**src/sv/nae_pkg.sv**
```systemverilog
`timescale 1ns / 1ps
package nae_pkg;

   localparam int HiddenNeuronsDefault = 256;
   localparam int FeatureRowsDefault   = 768;
   localparam logic [5:0] FlipSquare   = 6'd56;

   localparam logic [8:0]  NetworkWidthReset = 9'd256;
   localparam logic [15:0] OutputBiasReset   = 16'd0;
   localparam logic [14:0] ClampMaxReset     = 15'd255;
   localparam logic [9:0]  EvalScaleReset    = 10'd400;
   localparam logic [9:0]  MulScaleReset     = 10'd64;

   localparam logic [2:0] OP_WR_WEIGHT = 3'd0;
   localparam logic [2:0] OP_WR_BIAS   = 3'd1;
   localparam logic [2:0] OP_WR_OUT    = 3'd2;
   localparam logic [2:0] OP_CLEAR     = 3'd3;
   localparam logic [2:0] OP_ADD       = 3'd4;
   localparam logic [2:0] OP_DEL       = 3'd5;
   localparam logic [2:0] OP_MOVE      = 3'd6;
   localparam logic [2:0] OP_EVAL      = 3'd7;

   localparam logic [2:0] REG_NETWORK_WIDTH = 3'd0;
   localparam logic [2:0] REG_OUTPUT_BIAS   = 3'd1;
   localparam logic [2:0] REG_CLAMP_MAX     = 3'd2;
   localparam logic [2:0] REG_EVAL_SCALE    = 3'd3;
   localparam logic [2:0] REG_MUL_SCALE     = 3'd4;

   localparam logic [1:0] MODE_ADD  = 2'd0;
   localparam logic [1:0] MODE_SUB  = 2'd1;
   localparam logic [1:0] MODE_LOAD = 2'd2;
   localparam logic [1:0] MODE_EVAL = 2'd3;

   typedef struct packed {
      logic        start;
      logic [31:0] dividend;
      logic [14:0] divisor;
   } div_req_type;

   typedef struct packed {
      logic        done;
      logic [31:0] quotient;
   } div_rsp_type;

   function automatic logic [9:0] feature_row(input logic color, input logic [2:0] ptype,
                                              input logic [5:0] sq);
      feature_row = (color ? 10'd384 : 10'd0) + {1'b0, ptype, 6'd0} + {4'd0, sq};
   endfunction

endpackage

```
**src/sv/nae_divider.sv**
```systemverilog
`timescale 1ns / 1ps
module nae_divider
   import nae_pkg::*;
(
   input  logic        clock,
   input  logic        reset,
   input  div_req_type div_req,
   output div_rsp_type div_rsp
);

   logic        busy_ff, busy_in;
   logic        done_ff, done_in;
   logic [5:0]  count_ff, count_in;
   logic [31:0] dq_ff, dq_in;
   logic [15:0] rem_ff, rem_in;
   logic [14:0] div_ff, div_in;
   logic        neg_ff, neg_in;
   logic [31:0] quo_ff, quo_in;
   logic [15:0] trial;

   always_comb begin
      busy_in  = busy_ff;
      done_in  = 1'b0;
      count_in = count_ff;
      dq_in    = dq_ff;
      rem_in   = rem_ff;
      div_in   = div_ff;
      neg_in   = neg_ff;
      quo_in   = quo_ff;
      trial    = {rem_ff[14:0], dq_ff[31]};
      if (div_req.start) begin
         busy_in  = 1'b1;
         count_in = 6'd0;
         neg_in   = div_req.dividend[31];
         dq_in    = div_req.dividend[31] ? (~div_req.dividend + 32'd1) : div_req.dividend;
         rem_in   = 16'd0;
         div_in   = div_req.divisor;
      end else if (busy_ff) begin
         if (trial >= {1'b0, div_ff}) begin
            rem_in = trial - {1'b0, div_ff};
            dq_in  = {dq_ff[30:0], 1'b1};
         end else begin
            rem_in = trial;
            dq_in  = {dq_ff[30:0], 1'b0};
         end
         count_in = count_ff + 6'd1;
         if (count_ff == 6'd31) begin
            busy_in = 1'b0;
            done_in = 1'b1;
            quo_in  = neg_ff ? (~dq_in + 32'd1) : dq_in;
         end
      end
   end

   always_ff @(posedge clock) begin
      if (reset) begin
         busy_ff <= 1'b0;
         done_ff <= 1'b0;
      end else begin
         busy_ff <= busy_in;
         done_ff <= done_in;
      end
      count_ff <= count_in;
      dq_ff    <= dq_in;
      rem_ff   <= rem_in;
      div_ff   <= div_in;
      neg_ff   <= neg_in;
      quo_ff   <= quo_in;
   end

   assign div_rsp.done     = done_ff;
   assign div_rsp.quotient = quo_ff;

endmodule

```
**config.mk**
```make
export PLATFORM = sky130hd
export DESIGN_NAME = nae_divider
export DESIGN_NICKNAME = d
export VERILOG_FILES = /design/src/sv/nae_pkg.sv /design/src/sv/nae_divider.sv
export SDC_FILE = /design/constraint.sdc
export NUM_CORES = 1
export LEC_CHECK = 0
export ABC_CLOCK_PERIOD_IN_PS = 6600
export BUFFER_PORTS_ARGS = -buffer_cell sky130_fd_sc_hd__buf_2
export CAP_MARGIN = 10
export CORE_UTILIZATION = 34
export CTS_BUF_LIST = sky130_fd_sc_hd__clkbuf_4
export DETAILED_ROUTE_END_ITERATION = 12
export HOLD_SLACK_MARGIN = 0.08
export REMOVE_ABC_BUFFERS = 1
export SYNTH_ARGS = -nofsm -noshare
export SYNTH_HDL_FRONTEND = slang
export SYNTH_SLANG_ARGS = --single-unit
```
**constraint.sdc**
```tcl
create_clock -name clock -period 6.6 [get_ports clock]
set_clock_uncertainty 0.05 [all_clocks]
set_input_delay 1.32 -clock clock [delete_from_list [all_inputs] [get_ports clock]]
set_output_delay 1.32 -clock clock [all_outputs]
set_load 0.05 [all_outputs]
```
# After elaboration in Yosys (flattened, before gate mapping)
# Cells that the tools add are included.
# W data, S select, Z words.
# totals
regBits	103
input_bits	50
output_inout_bits	33
# classes
muxes	12
reduce_logical	3
addsub	4
eq_ne	1
order_cmp	1
bitwise_logic	4
# ops
operator	n
$mux W32	6
$add A32 B1 Y32 const B	2
$not A32 Y32	2
$ge A16 B15 Y1	1
$mux W15	1
$sub A15 B15 Y15	1
$add A6 B1 Y6 const B	1
$eq A6 B5 Y1 const B	1
$mux W1	5
$reduce_and A3 Y1	1
$reduce_or A3 Y1	1
$not A1 Y1	2
$reduce_bool A2 Y1	1

# Depth between registers and ports, before layout
# logic_depth
word_depth	7
depth_mapped	17
ltp_nobuf	16

# Least setup slack after synthesis
# No wires, ideal clock.
# synth_path
path_type	register to register
start	register dq_ff[31]
end	register quo_ff[24] (data pin)
arrival_time_ps	3573
stages_incl_launch_ff	18
path_slack_ps	2715
setup_ps	262
required_ps	6288
cell_sequence	edfxtp_1 > inv_1 > ha_1 > fa_1 > nand2b_1 > a21oi_1 > o21ai_0 > a21oi_1 > or2_2 > inv_1 > clkbuf_1 > ha_1 > nand2_1 > or3_4 > or3_4 > or2_4 > o31ai_1 > xnor2_1
# synth_between
elab_chain_len	7
# synth_rtl
element	line	source
start, declared	nae_divider.sv:14	logic [31:0] dq_ff, dq_in;
start signal, assigned	nae_divider.sv:64	dq_ff <= dq_in;
$ge A16 B15 Y1	nae_divider.sv:39	if (trial >= {1'b0, div_ff}) begin
$mux W1	nae_divider.sv:39	
$mux W32	nae_divider.sv:38	end else if (busy_ff) begin
$mux W32	nae_divider.sv:31	if (div_req.start) begin
$not A32 Y32	nae_divider.sv:50	quo_in = neg_ff ? (~dq_in + 32'd1) : dq_in;
$add A32 B1 Y32	nae_divider.sv:50	
$mux W32	nae_divider.sv:50	
end signal, assigned	nae_divider.sv:68	quo_ff <= quo_in;
end, declared	nae_divider.sv:18	logic [31:0] quo_ff, quo_in;
# No other way between the ends. The select of a mux whose other input is x is not followed.
# A chain may end at the register's enable or synchronous reset.

# Final worst setup path
# layout_path
start	register dq_ff[31]
end	register quo_ff[28] (data pin)
# Same word-level chain as after synthesis.

==> summary.txt <==
Outcome
  • Outcome: finished, final reports clean

Floorplan
  • Boundary Pins: 83
  • Core ar.: 16700 µm²
  • Initial Util: 35.1%
  • Die footprint: 17800 µm²
  • DIE WIDTH: 133 µm
  • FP Rows: 47
  • Die height: 133 µm

Pwr
  • Worst vdd rail ir drop: 85.4 µV
  • Comb power frac: 19.3%
  • Power Total: 1.37 mW
  • Net Sw Frac: 30.5%
  • Switching power total: 418 µW
  • Cell leakage power: 2.43 nW
  • Sequential Power Share: 58.1%
  • Int Pwr: 951 µW
  • Clk network pwr share: 22.7%
  • Power Density: 207 nW/µm²

Clock network
  • Clock Tree Buf Depth: 2
  • Hold-fix buffers at CTS: 0
  • H-tree levels: 3
  • Num CTS Buffers: 9
  • Root Buffer: clkbuf_4
  • CTS tree: done
  • Post-CTS Setup Inserts: 0
  • Clock Sinks: 103
  • Skew-Pair Late Insertion Delay: 490 ps
  • # resized after CTS: 0
  • Clock edge transition at the registers on the reported setup and hold paths: 160 ps

Finish
  • Utilization after layout: 39.6%
  • Register area: 2860 µm²
  • Share of cells above drive strength 1: 18.4%
  • Layout area overhead: 12.7%
  • Multi-input logic area: 2790 µm²
  • Post-route insts no fill: 872
  • Filler instances: 1734
  • Design area: 6610 µm²
  • Nets: 715

Worst setup path
  • CP bufs+invs: 2
  • CP Max Fanout: 21
  • Worst path max stage delay: 580 ps
  • Crit Path Category: flip-flop to flip-flop
  • Arrival time at the worst endpoint: 4940 ps
  • Crit path max-delay family: simple AND/OR/NAND/NOR gates
  • CP endpoint kind: flip-flop
  • Slowest CP cell: inv_1
  • CP cell instances: inv_1, ha_1, fa_1, nand2b_1, a21oi_1, o21ai_0, a21oi_1, or2_2, inv_1, ha_1, nand2_1, or3_4, or3_4, or2_4, o31ai_1, xnor2_1
  • CP required: 6790 ps
  • Startpoint types: flip-flop
  • FF-to-FF setup slack: 1850 ps

Placed design
  • Placed Area: 6480 µm²
  • I/O Buffers: 82
  • Place WS: 1880 ps
  • Hpwl dp: 9510 µm
  • RD Place Congestion: 0.799
  • Post-placement cell count: 855

Logic synthesis
  • Post-synthesis mux area share: 1.54%
  • Post-Syn Instances: 575
  • Top cell type's share of synthesized area: 41.0%
  • Register area share after synthesis: 48.8%
  • Complex-gate fraction of the synthesized area: 15.8%
  • Number of synthesized flops with an enable pin: 80
  • Area leader, netlist: edfxtp_1
  • Most frequent cells after synthesis: 80 x edfxtp_1, 69 x nor2_1, 56 x a21oi_1, 39 x xnor2_1, 35 x xor2_1
  • Post-Synth XOR/XNOR Area: 11.1%
  • Top_reg_cell synth: edfxtp_1
  • Top cells by area, synth: edfxtp_1 41%, dfxtp_1 7.9%, xnor2_1 5.8%, xor2_1 5.2%, a21oi_1 4.8%
  • Flops & latches, synth: 103
  • Asr flop ratio synth: 0%
  • Netlist cell types: 56
  • Yosys Warn Count: 0
  • Post-Synth Simple-Gate Area: 15.0%
  • Mapped cell area: 5860 µm²
  • Adder-cell share of the synthesized area: 4.18%
  • Most numerous cell in the Yosys netlist: edfxtp_1
  • Post-synthesis area per instance: 10.2 µm²
  • Largest family of logic cells by synthesized area: compound AO/OA/AOI/OAI gates

Timing
  • Slew headroom: 34.3%
  • Final Hold Fails: 0
  • Final setup viols: 0
  • Final worst setup slack: 1850 ps
  • Final hold slack: 453 ps
  • Pins Over Slew Limit: 0
  • Min Tclk post-route: 4750 ps
  • Peak Freq: 211 MHz
  • Tightest Pin Transition: 986 ps
  • RSZ-0062 raised after global routing: no
  • Final period utilization: 71.9%
  • Sum Neg Setup Slack: 0 ps

Run
  • Max-cap viol count: 0

Routing
  • First-pass iteration count of the detailed router: 4
  • Number of remaining DRC errors: 0
  • Vias: 4461
  • Routed len/inst: 14.9 µm
  • DRT iter0 DRCs: 228
  • Vias per std cell: 5.12
  • Antenna Nets Post-Route: 0
  • Final wirelength: 13000 µm

Global route
  • Total track usage: 15.2%
  • Pin count of the biggest net entering global routing: 94
  • Vias in the first global route: 4362
  • Initial antenna violation count: 1
  • Remaining Overflow, GRT: 0
  • First-pass GRT wire length: 21400 µm

Worst hold path
  • Class of the worst hold path: flip-flop to flip-flop
-- final cells by class --
class | count | share of cell area [%]
Clock inverter | 7 | 0.871
Inverter | 29 | 1.65
Antenna cell | 1 | 0.0379
Clock buffer | 9 | 1.02
Sequential cell | 103 | 43.3
Timing Repair Buffer | 86 | 6.70
Multi-Input combinational cell | 417 | 42.2
Tap cell | 220 | 4.17
-- worst register-to-register path, cell delays in order (launching register included) --
cell and delay (ps):
edfxtp_1 450, inv_1 90, ha_1 180, fa_1 210
nand2b_1 110, a21oi_1 150, o21ai_0 200, a21oi_1 90
or2_2 450, inv_1 580, ha_1 340, nand2_1 110
or3_4 400, or3_4 420, or2_4 290, o31ai_1 270
xnor2_1 110
-- cells by family (layout without fill, tap and decap cells) --
group                    after synthesis  in the layout
adder cells (fa/ha/maj)               19             19
AND/OR/NAND/NOR                      171            171
other                                  0              1
flip-flops                           103            103
buffers and inverters                 55            131
multiplexers                           9              9
AO/OA/AOI/OAI                        144            144
XOR/XNOR                              74             74
-- per-layer routing --
| metal | GRT usage (%) | wire, µm | part of all wire, % | vias up |
|---|---|---|---|---|
| met3 | 3.50 | 645 | 5.0 | 13 |
| li1 | - | - | - | 2228 |
| met1 | 19.1 | 5780 | 44 | 2113 |
| met4 | 5.56 | 216 | 1.7 | 0 |
| met5 | 0 | 0 | 0 | - |
| met2 | 25.5 | 6390 | 49 | 107 |
-- sequential cells by signal, summed over array words and instances (netlist names) --
register and cells:
rem_ff 15, done_ff 1, dq_ff 32, neg_ff 1, count_ff 6, quo_ff 32, div_ff 15, busy_ff 1
-- placed cells by master, fill, tap and decap left out, types with 5 or more instances in the layout --
master,count
or4_1,6
buf_2,81
nand3_1,6
xor2_1,35
dfxtp_1,23
nand2b_1,8
nand2_1,34
a21oi_1,56
mux2i_1,9
a211oi_1,9
inv_1,29
xnor2_1,39
o21ai_0,25
nor2_1,69
clkbuf_4,9
o31ai_1,24
o41ai_1,7
ha_1,18
or3_1,11
buf_4,5
edfxtp_1,80
-- path summary, 6_finish.rpt --
| path | from | endpoint | depth (start not counted) |
|---|---|---|---|
| setup / recovery | dq_ff[31] | quo_ff[28] | 16 |
| hold / removal | rem_ff[10] | rem_ff[10] | 2 |
| setup reg to reg | dq_ff[31] | quo_ff[28] | 16 |
| hold reg to reg | rem_ff[10] | rem_ff[10] | 2 |
-- power groups by stage --
stage | clock network, mW | registers, mW | logic [mW]
floorplan | 0 | 0.799 | 0.184
global placement | 0 | 0.807 | 0.259
detailed placement | 0 | 0.809 | 0.265
CTS | 0.324 | 0.795 | 0.266
global route | 0.349 | 0.802 | 0.297
finish | 0.310 | 0.795 | 0.264
Note: power is estimated with default switching activity, not from simulation.
